$ cat src/sv/height_grid_neighbor_query_macros.svh
// Assertion macros shared by the height grid RTL
`ifndef HEIGHT_GRID_NEIGHBOR_QUERY_MACROS_SVH
`define HEIGHT_GRID_NEIGHBOR_QUERY_MACROS_SVH

`ifndef SYNTHESIS
// same-cycle implication
`define HGNQ_ASSERT_NOW(label, clk, rst_n, ante, cons) \
  label: assert property (@(posedge clk) disable iff (!rst_n) (ante) |-> (cons)) \
    else $error("hgnq check failed");
// next-cycle implication
`define HGNQ_ASSERT_NEXT(label, clk, rst_n, ante, cons) \
  label: assert property (@(posedge clk) disable iff (!rst_n) (ante) |=> (cons)) \
    else $error("hgnq check failed");
`else
`define HGNQ_ASSERT_NOW(label, clk, rst_n, ante, cons)
`define HGNQ_ASSERT_NEXT(label, clk, rst_n, ante, cons)
`endif

`endif

$ cat src/sv/hgnq_pkg.sv
// Types and constants of the height grid neighbour query block
`timescale 1ns / 1ps
`default_nettype none
package hgnq_pkg;

  // widest cell index the command queue carries (1024 x 1024 grid)
  localparam int CMD_ADDR_W = 20;

  // input actions
  localparam logic [1:0] ACT_WRITE = 2'd0;
  localparam logic [1:0] ACT_READ  = 2'd1;
  localparam logic [1:0] ACT_QUERY = 2'd2;

  // result kinds
  localparam logic [1:0] KIND_READ  = 2'd0;
  localparam logic [1:0] KIND_FOUND = 2'd1;
  localparam logic [1:0] KIND_NONE  = 2'd2;
  localparam logic [1:0] KIND_OOB   = 2'd3;

  // queued command kinds
  localparam logic [1:0] CMD_WRITE = 2'd0;
  localparam logic [1:0] CMD_READ  = 2'd1;
  localparam logic [1:0] CMD_QUERY = 2'd2;
  localparam logic [1:0] CMD_OOB   = 2'd3;

  // configuration register indexes and reset values
  localparam logic [1:0]  REG_WIDTH     = 2'd0;
  localparam logic [1:0]  REG_DEPTH     = 2'd1;
  localparam logic [1:0]  REG_THRESHOLD = 2'd2;
  localparam logic [6:0]  WIDTH_RST     = 7'd64;
  localparam logic [6:0]  DEPTH_RST     = 7'd64;
  localparam logic [16:0] THRESHOLD_RST = 17'd0;

  // effective configuration seen by front and back
  typedef struct packed {
    logic [6:0]  eff_width;
    logic [6:0]  eff_depth;
    logic [16:0] threshold;
  } cfg_t;

  // one classified command in the queue
  typedef struct packed {
    logic [1:0]            kind;
    logic [5:0]            pos_x;
    logic [5:0]            pos_y;
    logic [CMD_ADDR_W-1:0] addr;
    logic signed [15:0]    height_in;
    logic [3:0]            nbr_ok;   // +y, -y, +x, -x inside the grid
  } cmd_t;

endpackage
`default_nettype wire

$ cat src/sv/hgnq_cmd_fifo.sv
// Two-entry command queue between front end and back end
`timescale 1ns / 1ps
`default_nettype none
`include "height_grid_neighbor_query_macros.svh"
module hgnq_cmd_fifo (
  input  logic           clk,
  input  logic           rst_n,
  input  logic           push,
  input  hgnq_pkg::cmd_t push_cmd,
  output logic           full,
  input  logic           pop,
  output logic           head_valid,
  output hgnq_pkg::cmd_t head_cmd
);
  import hgnq_pkg::*;

  cmd_t       slot_r [2];
  logic       wr_ptr_r;
  logic       rd_ptr_r;
  logic [1:0] count_r;

  assign full       = count_r == 2'd2;
  assign head_valid = count_r != 2'd0;
  assign head_cmd   = slot_r[rd_ptr_r];

  // pointers and fill level
  always_ff @(posedge clk) begin
    if (!rst_n) begin
      wr_ptr_r <= 1'b0;
      rd_ptr_r <= 1'b0;
      count_r  <= 2'd0;
    end else begin
      if (push) wr_ptr_r <= !wr_ptr_r;
      if (pop)  rd_ptr_r <= !rd_ptr_r;
      if (push && !pop)      count_r <= count_r + 2'd1;
      else if (pop && !push) count_r <= count_r - 2'd1;
    end
  end

  // storage
  always_ff @(posedge clk) begin
    if (push) slot_r[wr_ptr_r] <= push_cmd;
  end

  `HGNQ_ASSERT_NOW(a_no_push_when_full, clk, rst_n, push, !full)
  `HGNQ_ASSERT_NOW(a_no_pop_when_empty, clk, rst_n, pop, head_valid)
  `HGNQ_ASSERT_NOW(a_count_in_range, clk, rst_n, 1'b1, count_r != 2'd3)

endmodule
`default_nettype wire

$ cat config.mk
export PLATFORM = sky130hd
export DESIGN_NAME = hgnq_cmd_fifo
export DESIGN_NICKNAME = d
export VERILOG_FILES = /design/src/sv/hgnq_pkg.sv /design/src/sv/hgnq_cmd_fifo.sv
export VERILOG_INCLUDE_DIRS = /design/src /design/src/sv
export SDC_FILE = /design/constraint.sdc
export NUM_CORES = 1
export LEC_CHECK = 0
export BUFFER_PORTS_ARGS = -buffer_cell sky130_fd_sc_hd__buf_2
export CORE_UTILIZATION = 45
export CTS_BUF_LIST = sky130_fd_sc_hd__clkbuf_2 sky130_fd_sc_hd__clkbuf_4 sky130_fd_sc_hd__clkbuf_8
export CTS_CLUSTER_SIZE = 14
export DETAILED_ROUTE_END_ITERATION = 6
export HOLD_SLACK_MARGIN = 0.03
export PLACE_DENSITY = 0.7
export SYNTH_ARGS = -nofsm -noshare
export SYNTH_HDL_FRONTEND = slang
export SYNTH_SLANG_ARGS = --single-unit
$ cat constraint.sdc
create_clock -name clk -period 4.05 [get_ports clk]
set_clock_uncertainty 0.1 [all_clocks]
set_input_delay 0.2025 -clock clk [delete_from_list [all_inputs] [get_ports clk]]
set_output_delay 0.2025 -clock clk [all_outputs]
set_load 0.01 [all_outputs]
==> impl_metrics.tcl <==
set metrics [dict create \
    run_status "complete, but fails checks" \
    violations_in_the_final_reports "design-rule violations" \
    cts_setup_buffers 0 \
    cts_max_path_buffers 2 \
    grt_pass1_vias 2522 \
    final.setup.worst_slack_ps 1500 \
    wl_per_instance_um 15.0 \
    port_buffers 113 \
    layout.filler_cells 625 \
    path_depth 3 \
    critical_path.endpoint "head_cmd[4]" \
    grt_antenna_before_repair 0 \
    cts.sinks 113 \
    worst_r2r_path_depth 2 \
    route.antenna.remaining_nets 0 \
    length_of_the_first_detailed_routing_pass_in_iterations 7 \
    route.vias.total 2316 \
    io-pin-count 114 \
    grt-ovfl-total 0 \
    die-area_um2 9570 \
    slowest_stage "dfxtp_2" \
    detailed_place_hpwl_mm 4.21 \
    syn-num-nets 249 \
    detail_route.wirelength_mm 7.41 \
    critPathTopFamily "flip-flops" \
    worst-endpoint-arrival_ps 2250 \
    grt_max_degree 56 \
    max_cap_violations 0 \
    clkSlewWorstSetupHoldPaths_ps 60 \
    static-leakage-power_nw 2.20 \
    die-height_um 97.8 \
    total_power_mw 2.62 \
    initial_standard_cell_utilization_of_the_core 0.469 \
    setup.reg_to_reg.worst_slack_ps 2130 \
    core_area_um2 8810 \
    unrepaired_setup_endpoints_after_global_routing "no" \
    detail_route.iter0.violations 75 \
    tritoncts_clock_tree "done" \
    critical_path.max_stage_delay_ps 950 \
    synthCells 190 \
    setup_tns_ps 0 \
    antenna_cells 0 \
    yosys_register_bits 113 \
    cts_buffers 17 \
    period_minus_slack_ps 2550 \
    synth_seq_area_share 0.809 \
    power-per-cell-area_nw_per_um2 459 \
    ys.warnings.count 0 \
    drc 12 \
    worst-slew-pin-transition_ps 956 \
    relative_slew_margins 0.362 \
    report.final.hold_viol_count 0 \
    worst_voltage_drop_across_the_vdd_grid_uv 261 \
    worstSkewPairLatency_ps 390 \
    critPathBufInv 2 \
    fin_worst_hold_slack_ps 61.5 \
    final-max-slew-violation-count 0 \
    final.period_utilization 0.629 \
    critical_path_cell_by_cell "buf_4 -> mux2_2 -> buf_2" \
    worst_hold_path_type "in2reg" \
    clk_root_buffer_cell "clkbuf_8" \
    required_ps 3750 \
    crit-reg2reg-launch "wr_ptr_r$_SDFFE_PN0P_" \
    crit_type "reg2out" \
    std_cell_rows 34 \
    die_x_um 97.8 \
    gp_congestion 0.690 \
    place_worst_setup_slack_ps 1830 \
    netlist-cell-type-count 17 \
    worst_r2r_endpoint "slot_r[1][13]$_DFFE_PP_" \
    timing.critical_path.from_type "flip-flop" \
    cts.htree.levels 4 \
    drive_above_1_share 0.522 \
    layout.nets 433 \
    min_path_cells 3 \
    timing.critical_path.fanout_max 39 \
    worst_setup_path_end_kind "primary output" \
    routed_via_density 4.70 \
    setup_violations 0 \
    grt.total_usage 0.163 \
    first_pass_grt_wire_length_mm 11.7 \
    area.growth.synth_to_final_pct 38.2 \
    netlist_area_um2 4130 \
    fmax_mhz 392 \
    syn_avg_cell_area_um2 21.8 \
]
## routing by layer
metal / GRT usage / share of wire / vias to the layer above
li1: - / - / 1111
met1: 0.194 / 0.43 / 1122
met2: 0.275 / 0.52 / 79
met3: 0.0580 / 0.050 / 4
met4: 0.0524 / 0.0049 / 0
met5: 0 / 0 / -
## where the power goes
| group | switching, mW | leakage, nW | internal, mW |
|---|---|---|---|
| Sequential | 0.0312 | 1.06 | 1.35 |
| Combinational | 0.125 | 0.959 | 0.162 |
| Clock | 0.397 | 0.183 | 0.556 |
| Total | 0.553 | 2.20 | 2.07 |
## logic make-up (layout without fill, tap and decap cells)
logic type	after synthesis	in the layout	share of synthesized area
flip-flops	113	113	0.809
multiplexers	54	54	0.147
AND/OR/NAND/NOR	9	9	0.0142
buffers and inverters	7	202	0.0157
AO/OA/AOI/OAI	3	3	0.00484
XOR/XNOR	3	3	0.00636
adder cells (fa/ha/maj)	1	1	0.00303
## state kept, by name, summed over array words and instances (netlist names), named ones only
signal and flops:
rd_ptr_r 1, count_r 2, wr_ptr_r 1, slot_r 108
## worst reg2reg max path, cell delays in order, from the launching register on
cell	delay [ps]
dfxtp_1	380
and2_2	600
buf_4	490
## worst min path at each step
stage | slack (ps) | from | endpoint
global route | 50 | pop | rd_ptr_r$_SDFFE_PN0P_
global placement | 290 | push_cmd[22] | slot_r[1][22]$_DFFE_PP_
CTS | 30 | pop | rd_ptr_r$_SDFFE_PN0P_
finish | 60 | pop | rd_ptr_r$_SDFFE_PN0P_
detailed placement | 290 | push_cmd[42] | slot_r[0][42]$_DFFE_PP_
floorplan | 200 | push_cmd[0] | slot_r[0][0]$_DFFE_PP_
## stage by stage
stage	instances	utilization	area [um2]
floorplan	190	-	4130
global placement	408	0.546	4810
detailed placement	408	0.546	4810
CTS	493	0.649	5710
global route	493	0.649	5710
finish	493	0.649	5710
## placed cells by master (no fill, tap or decap), types with 2 or more instances in the layout
cell,count
mux2_2,54
dlygate4sd3_1,55
dfxtp_1,4
xor2_1,2
bufinv_16,2
clkinv_2,2
buf_4,3
clkbuf_4,4
clkbuf_8,17
edfxtp_1,108
and2_1,3
clkinv_1,4
buf_2,113
## cells in the mapped netlist
cell type,number,area share
or2_2,1,0.0015
mux2_2,54,0.15
o21ai_0,1,0.0012
or3_1,1,0.0015
and2b_2,1,0.0021
and2_1,4,0.0061
xor2_1,2,0.0042
o21a_1,1,0.0018
buf_2,1,0.0012
nor2b_1,2,0.0030
buf_6,5,0.014
inv_1,1,0.00091
edfxtp_1,108,0.78
ha_1,1,0.0030
dfxtp_1,5,0.024
xnor2_1,1,0.0021
a21boi_1,1,0.0018
## cell type report
type,count,area (um2),area share
inverter,1,3.75,0.000657
timing repair buffer,171,1140,0.199
sequential,113,3340,0.585
clock buffer,21,264,0.0462
tap,108,135,0.0237
multi-input combinational,70,734,0.129
clock inverter,9,92.6,0.0162
## what timing repair did
item / in CTS / in global routing
setup endpoints to repair: 0 / 0
hold buffers: 55 / 0
hold endpoints to repair: 113 / 0
resized for setup: 0 / 0
No activity file was read; power rests on OpenSTA's default activity.
