[src/sv/height_grid_neighbor_query_macros.svh]
// Assertion macros shared by the height grid RTL
`ifndef HEIGHT_GRID_NEIGHBOR_QUERY_MACROS_SVH
`define HEIGHT_GRID_NEIGHBOR_QUERY_MACROS_SVH

`ifndef SYNTHESIS
// same-cycle implication
`define HGNQ_ASSERT_NOW(label, clk, rst_n, ante, cons) \
  label: assert property (@(posedge clk) disable iff (!rst_n) (ante) |-> (cons)) \
    else $error("hgnq check failed");
// next-cycle implication
`define HGNQ_ASSERT_NEXT(label, clk, rst_n, ante, cons) \
  label: assert property (@(posedge clk) disable iff (!rst_n) (ante) |=> (cons)) \
    else $error("hgnq check failed");
`else
`define HGNQ_ASSERT_NOW(label, clk, rst_n, ante, cons)
`define HGNQ_ASSERT_NEXT(label, clk, rst_n, ante, cons)
`endif

`endif

[src/sv/hgnq_pkg.sv]
// Types and constants of the height grid neighbour query block
`timescale 1ns / 1ps
`default_nettype none
package hgnq_pkg;

  // widest cell index the command queue carries (1024 x 1024 grid)
  localparam int CMD_ADDR_W = 20;

  // input actions
  localparam logic [1:0] ACT_WRITE = 2'd0;
  localparam logic [1:0] ACT_READ  = 2'd1;
  localparam logic [1:0] ACT_QUERY = 2'd2;

  // result kinds
  localparam logic [1:0] KIND_READ  = 2'd0;
  localparam logic [1:0] KIND_FOUND = 2'd1;
  localparam logic [1:0] KIND_NONE  = 2'd2;
  localparam logic [1:0] KIND_OOB   = 2'd3;

  // queued command kinds
  localparam logic [1:0] CMD_WRITE = 2'd0;
  localparam logic [1:0] CMD_READ  = 2'd1;
  localparam logic [1:0] CMD_QUERY = 2'd2;
  localparam logic [1:0] CMD_OOB   = 2'd3;

  // configuration register indexes and reset values
  localparam logic [1:0]  REG_WIDTH     = 2'd0;
  localparam logic [1:0]  REG_DEPTH     = 2'd1;
  localparam logic [1:0]  REG_THRESHOLD = 2'd2;
  localparam logic [6:0]  WIDTH_RST     = 7'd64;
  localparam logic [6:0]  DEPTH_RST     = 7'd64;
  localparam logic [16:0] THRESHOLD_RST = 17'd0;

  // effective configuration seen by front and back
  typedef struct packed {
    logic [6:0]  eff_width;
    logic [6:0]  eff_depth;
    logic [16:0] threshold;
  } cfg_t;

  // one classified command in the queue
  typedef struct packed {
    logic [1:0]            kind;
    logic [5:0]            pos_x;
    logic [5:0]            pos_y;
    logic [CMD_ADDR_W-1:0] addr;
    logic signed [15:0]    height_in;
    logic [3:0]            nbr_ok;   // +y, -y, +x, -x inside the grid
  } cmd_t;

endpackage
`default_nettype wire

[src/sv/hgnq_if.sv]
// Valid/ready channel interfaces for the input and result beats
`timescale 1ns / 1ps
`default_nettype none
interface hgnq_in_if;
  logic               valid;
  logic               ready;
  logic [1:0]         action;
  logic [5:0]         pos_x;
  logic [5:0]         pos_y;
  logic signed [15:0] height_in;

  modport source (output valid, action, pos_x, pos_y, height_in, input ready);
  modport sink   (input valid, action, pos_x, pos_y, height_in, output ready);
endinterface

`default_nettype wire

[src/sv/hgnq_front.sv]
// Front end: accepts input beats, bounds-checks them and builds queue commands
`timescale 1ns / 1ps
`default_nettype none
module hgnq_front (
  input  hgnq_pkg::cfg_t cfg,
  hgnq_in_if.sink        in_ch,
  output logic           push,
  output hgnq_pkg::cmd_t push_cmd,
  input  logic           full
);
  import hgnq_pkg::*;

  logic        accept;
  logic        in_bounds;
  logic        keep;
  logic [12:0] row_base;
  logic [6:0]  x_ext;
  logic [6:0]  y_ext;

  assign in_ch.ready = !full;
  assign accept      = in_ch.valid && !full;

  assign x_ext     = {1'b0, in_ch.pos_x};
  assign y_ext     = {1'b0, in_ch.pos_y};
  assign in_bounds = (x_ext < cfg.eff_width) && (y_ext < cfg.eff_depth);

  // row-major cell index
  assign row_base = 13'(in_ch.pos_y) * 13'(cfg.eff_width);

  // classify the beat
  always_comb begin
    keep              = 1'b0;
    push_cmd.kind     = CMD_OOB;
    push_cmd.pos_x    = in_ch.pos_x;
    push_cmd.pos_y    = in_ch.pos_y;
    push_cmd.addr     = CMD_ADDR_W'(row_base) + CMD_ADDR_W'(in_ch.pos_x);
    push_cmd.height_in = in_ch.height_in;
    push_cmd.nbr_ok[0] = (y_ext + 7'd1) < cfg.eff_depth;
    push_cmd.nbr_ok[1] = in_ch.pos_y != 6'd0;
    push_cmd.nbr_ok[2] = (x_ext + 7'd1) < cfg.eff_width;
    push_cmd.nbr_ok[3] = in_ch.pos_x != 6'd0;
    case (in_ch.action)
      ACT_WRITE: begin
        keep          = in_bounds;  // out-of-grid writes are dropped
        push_cmd.kind = CMD_WRITE;
      end
      ACT_READ: begin
        keep          = 1'b1;
        push_cmd.kind = in_bounds ? CMD_READ : CMD_OOB;
      end
      ACT_QUERY: begin
        keep          = 1'b1;
        push_cmd.kind = in_bounds ? CMD_QUERY : CMD_OOB;
      end
      default: keep = 1'b0;       // unused action: no command
    endcase
  end

  assign push = accept && keep;

endmodule
`default_nettype wire

[src/flat_wrapper.sv]
// flat-port wrapper written by rule: the top's interface ports become plain ports
module hgnq_front_flat import hgnq_pkg::*;
  (cfg, push, push_cmd, full, in_ch_valid, in_ch_action, in_ch_pos_x, in_ch_pos_y, in_ch_height_in, in_ch_ready);
  hgnq_in_if in_ch_i ();
  input  hgnq_pkg::cfg_t cfg;
  output logic push;
  output hgnq_pkg::cmd_t push_cmd;
  input  logic full;
  input wire logic [$bits(in_ch_i.valid)-1:0] in_ch_valid;
  input wire logic [$bits(in_ch_i.action)-1:0] in_ch_action;
  input wire logic [$bits(in_ch_i.pos_x)-1:0] in_ch_pos_x;
  input wire logic [$bits(in_ch_i.pos_y)-1:0] in_ch_pos_y;
  input wire logic [$bits(in_ch_i.height_in)-1:0] in_ch_height_in;
  output wire logic [$bits(in_ch_i.ready)-1:0] in_ch_ready;
  assign in_ch_i.valid = in_ch_valid;
  assign in_ch_i.action = in_ch_action;
  assign in_ch_i.pos_x = in_ch_pos_x;
  assign in_ch_i.pos_y = in_ch_pos_y;
  assign in_ch_i.height_in = in_ch_height_in;
  assign in_ch_ready = in_ch_i.ready;
  hgnq_front u_core (.cfg(cfg), .in_ch(in_ch_i), .push(push), .push_cmd(push_cmd), .full(full));
endmodule
[config.mk]
export PLATFORM = sky130hd
export DESIGN_NAME = hgnq_front_flat
export DESIGN_NICKNAME = d
export VERILOG_FILES = /design/src/sv/height_grid_neighbor_query_macros.svh /design/src/sv/hgnq_pkg.sv /design/src/sv/hgnq_if.sv /design/src/sv/hgnq_front.sv /design/src/flat_wrapper.sv
export SDC_FILE = /design/constraint.sdc
export NUM_CORES = 1
export LEC_CHECK = 0
export BUFFER_PORTS_ARGS = -buffer_cell sky130_fd_sc_hd__buf_2
export CAP_MARGIN = 40
export CORE_MARGIN = 1.5
export CORE_UTILIZATION = 55
export DETAILED_ROUTE_END_ITERATION = 10
export GPL_TIMING_DRIVEN = 0
export PLACE_DENSITY = 0.91
export SKIP_LAST_GASP = 1
export SLEW_MARGIN = 20
export SYNTH_ARGS = -nofsm -noshare
export SYNTH_HDL_FRONTEND = slang
export SYNTH_SLANG_ARGS = --single-unit
[constraint.sdc]
create_clock -name vclk -period 8.66
set_clock_uncertainty 0.05 [all_clocks]
set_input_delay 0.866 -clock vclk [all_inputs]
set_output_delay 0.866 -clock vclk [all_outputs]
set_load 0.01 [all_outputs]
==> impl_metrics.ini <==
[logic_synthesis]
synthAdderAreaFrac_pct = 48.1
netlist.area_leader.share_pct = 30.4
syn_inst = 338
synth_top_family_by_area = adder cells
synth_mux_area_share_pct = 0
synth-simple-area-share_pct = 15.8
synth_compound_area_share_pct = 13.1
synth_area_um2 = 2710
ys_top_cells_by_area = ha_1 (30%), fa_1 (18%), buf_4 (9.4%), inv_1 (6.9%), nand2_1 (4.8%)
yosysWarnings = 0
syn-mean-instance-area_um2 = 8.03
synth_top_area_cell = ha_1
synth_commonest_cells = ha_1 (66), inv_1 (50), nand2_1 (35), buf_4 (34), fa_1 (24)
synth_cell_types = 39
ys_seq_area_share_pct = 0
yosysMostFrequentCell = ha_1
synthXorXnorAreaFrac_pct = 5.81

[min_path]
hold_path_class = input pin to primary output

[global_routing]
antenna_found_initial = 0
grt_max_degree = 11
grt_pass1_wl_mm = 9.89
track_usage_pct = 22.6
grt_overflow = 0
grt_pass1_vias = 2375

[timing]
hold_viol = 0
setup-violations-final = 0
max_freq_mhz = 158
min_period_over_period_pct = 73.0
setup_slack_ns = 2.34
setup_tns_ns = 0
period_minus_slack_ns = 6.32
hold_ws_ns = 1.87
rsz0062_at_grt = no
drv_slew = 0

[worst_setup_path]
cp_num_buf_inv = 6
cp_slowest_stage_delay_ns = 0.54
required_ns = 7.74
arrival_ns = 5.41
crit_path_max_fanout = 10
endpoint = push_cmd[32]
cpLargestDelayFamily = adder cells
critical_path_depth = 17
critical_path_class = input pin to primary output
startpoint_type = input pin
critPathLaunch = in_ch_pos_y[5]
crit_top_cell = fa_1
worst_setup_path_end_kind = primary output
slowest_stage = fa_1
path_cells = buf_2 -> clkbuf_1 -> nand2_1 -> fa_1 -> fa_1 -> inv_1 -> fa_1 -> inv_1 -> fa_1 -> inv_1 -> ha_1 -> a21o_2 -> o21ai_0 -> a21oi_1 -> a2111oi_0 -> a311oi_1 -> buf_2

[route]
drt-vias-per-instance = 5.19
ant_nets = 0
drt_iter0_drc = 110
vias = 2545
drc = 0
wire_per_inst_um = 12.1
wirelength_mm = 5.95
drt-pass1-iter-count = 4

[cells_and_area]
diodes = 0
drive_gt1_share_pct = 28.4
seq_cell_count = 0
clkbuf_count = 0
syn_to_final_growth_pct = 18.5
instances_no_fill = 490
regArea_um2 = 0
final_nets = 578

[die]
core_um2 = 4720
rows = 25
chipHeight_um = 73.2
die-area_um2 = 5360
start_util_pct = 57.5
io_pins = 119
die_x_um = 73.2

[power]
power.total_uw = 413
ir_drop_uv = 127
power.leakage_nw = 1.93
powerDensity_nw_per_um2 = 128

[placed_design]
dp_hpwl_mm = 5.25
port_buffers = 80
dp.cells = 490
globalplace.congestion = 0.870
place_ws_ns = 2.32

[clock_network]
postCtsSetupBuffers = 0
ctsHoldBuffers = 0
post_cts_resized = 0

[flow_run]
maxCapViolCount = 0

[run_status]
status = complete, no violations
## cell type report
type	count	area, µm²
Multi-Input combinational cell	254	2270
Fill cell	391	1510
Timing Repair Buffer	80	400
Buffer	39	274
Inverter	50	188
Tap cell	67	83.8
## power by group
| group | switching [mW] | internal, mW |
|---|---|---|
| Sequential | 0 | 0 |
| Clock | 0 | 0 |
| Combinational | 0.226 | 0.187 |
| Total | 0.226 | 0.187 |
## per-layer routing
| metal | wire [µm] | GRT usage [%] |
|---|---|---|
| met5 | 0 | 0 |
| met4 | 57 | 3.14 |
| met2 | 3220 | 44.7 |
| met3 | 341 | 0.414 |
| met1 | 2330 | 27.3 |
## cell families (layout without fill, tap and decap cells)
family / Yosys count / in the layout
other cells: 1 / 6
simple gates: 87 / 87
fa+ha+maj: 90 / 90
compound gates: 53 / 53
xor+xnor: 18 / 18
buf+inv: 89 / 169
## stage by stage
| stage | instance area [µm²] | utilization [%] |
|---|---|---|
| after floorplan | 2730 | - |
| after CTS | 3220 | 68.1 |
| final | 3220 | 68.1 |
| after detailed placement | 3220 | 68.1 |
| after global placement | 3220 | 68.1 |
| after global routing | 3220 | 68.1 |
## how the worst min path moves through the flow
| stage | end | depth (start not counted) | slack [ns] | startpoint |
|---|---|---|---|---|
| final | push_cmd[14] | 2 | 1.87 | in_ch_height_in[10] |
| after global routing | push_cmd[8] | 2 | 1.87 | in_ch_height_in[4] |
| after CTS | push_cmd[14] | 2 | 1.87 | in_ch_height_in[10] |
| after detailed placement | push_cmd[14] | 2 | 1.87 | in_ch_height_in[10] |
| after global placement | push_cmd[6] | 2 | 1.87 | in_ch_height_in[2] |
| after floorplan | in_ch_ready | 1 | 1.73 | full |
## placed cells by master (no fill, tap or decap), drive strengths merged, types with 4 or more instances in the layout
master and n:
buf 114, ha 66, inv 50, nand2 35, fa 24, a21oi 18, and2 12, nor2 12
a21o 12, xnor2 11, nand3 9, xor2 7, conb 6, clkbuf 5, o21ai 4, and3 4
No activity file was read; power rests on OpenSTA's default activity.
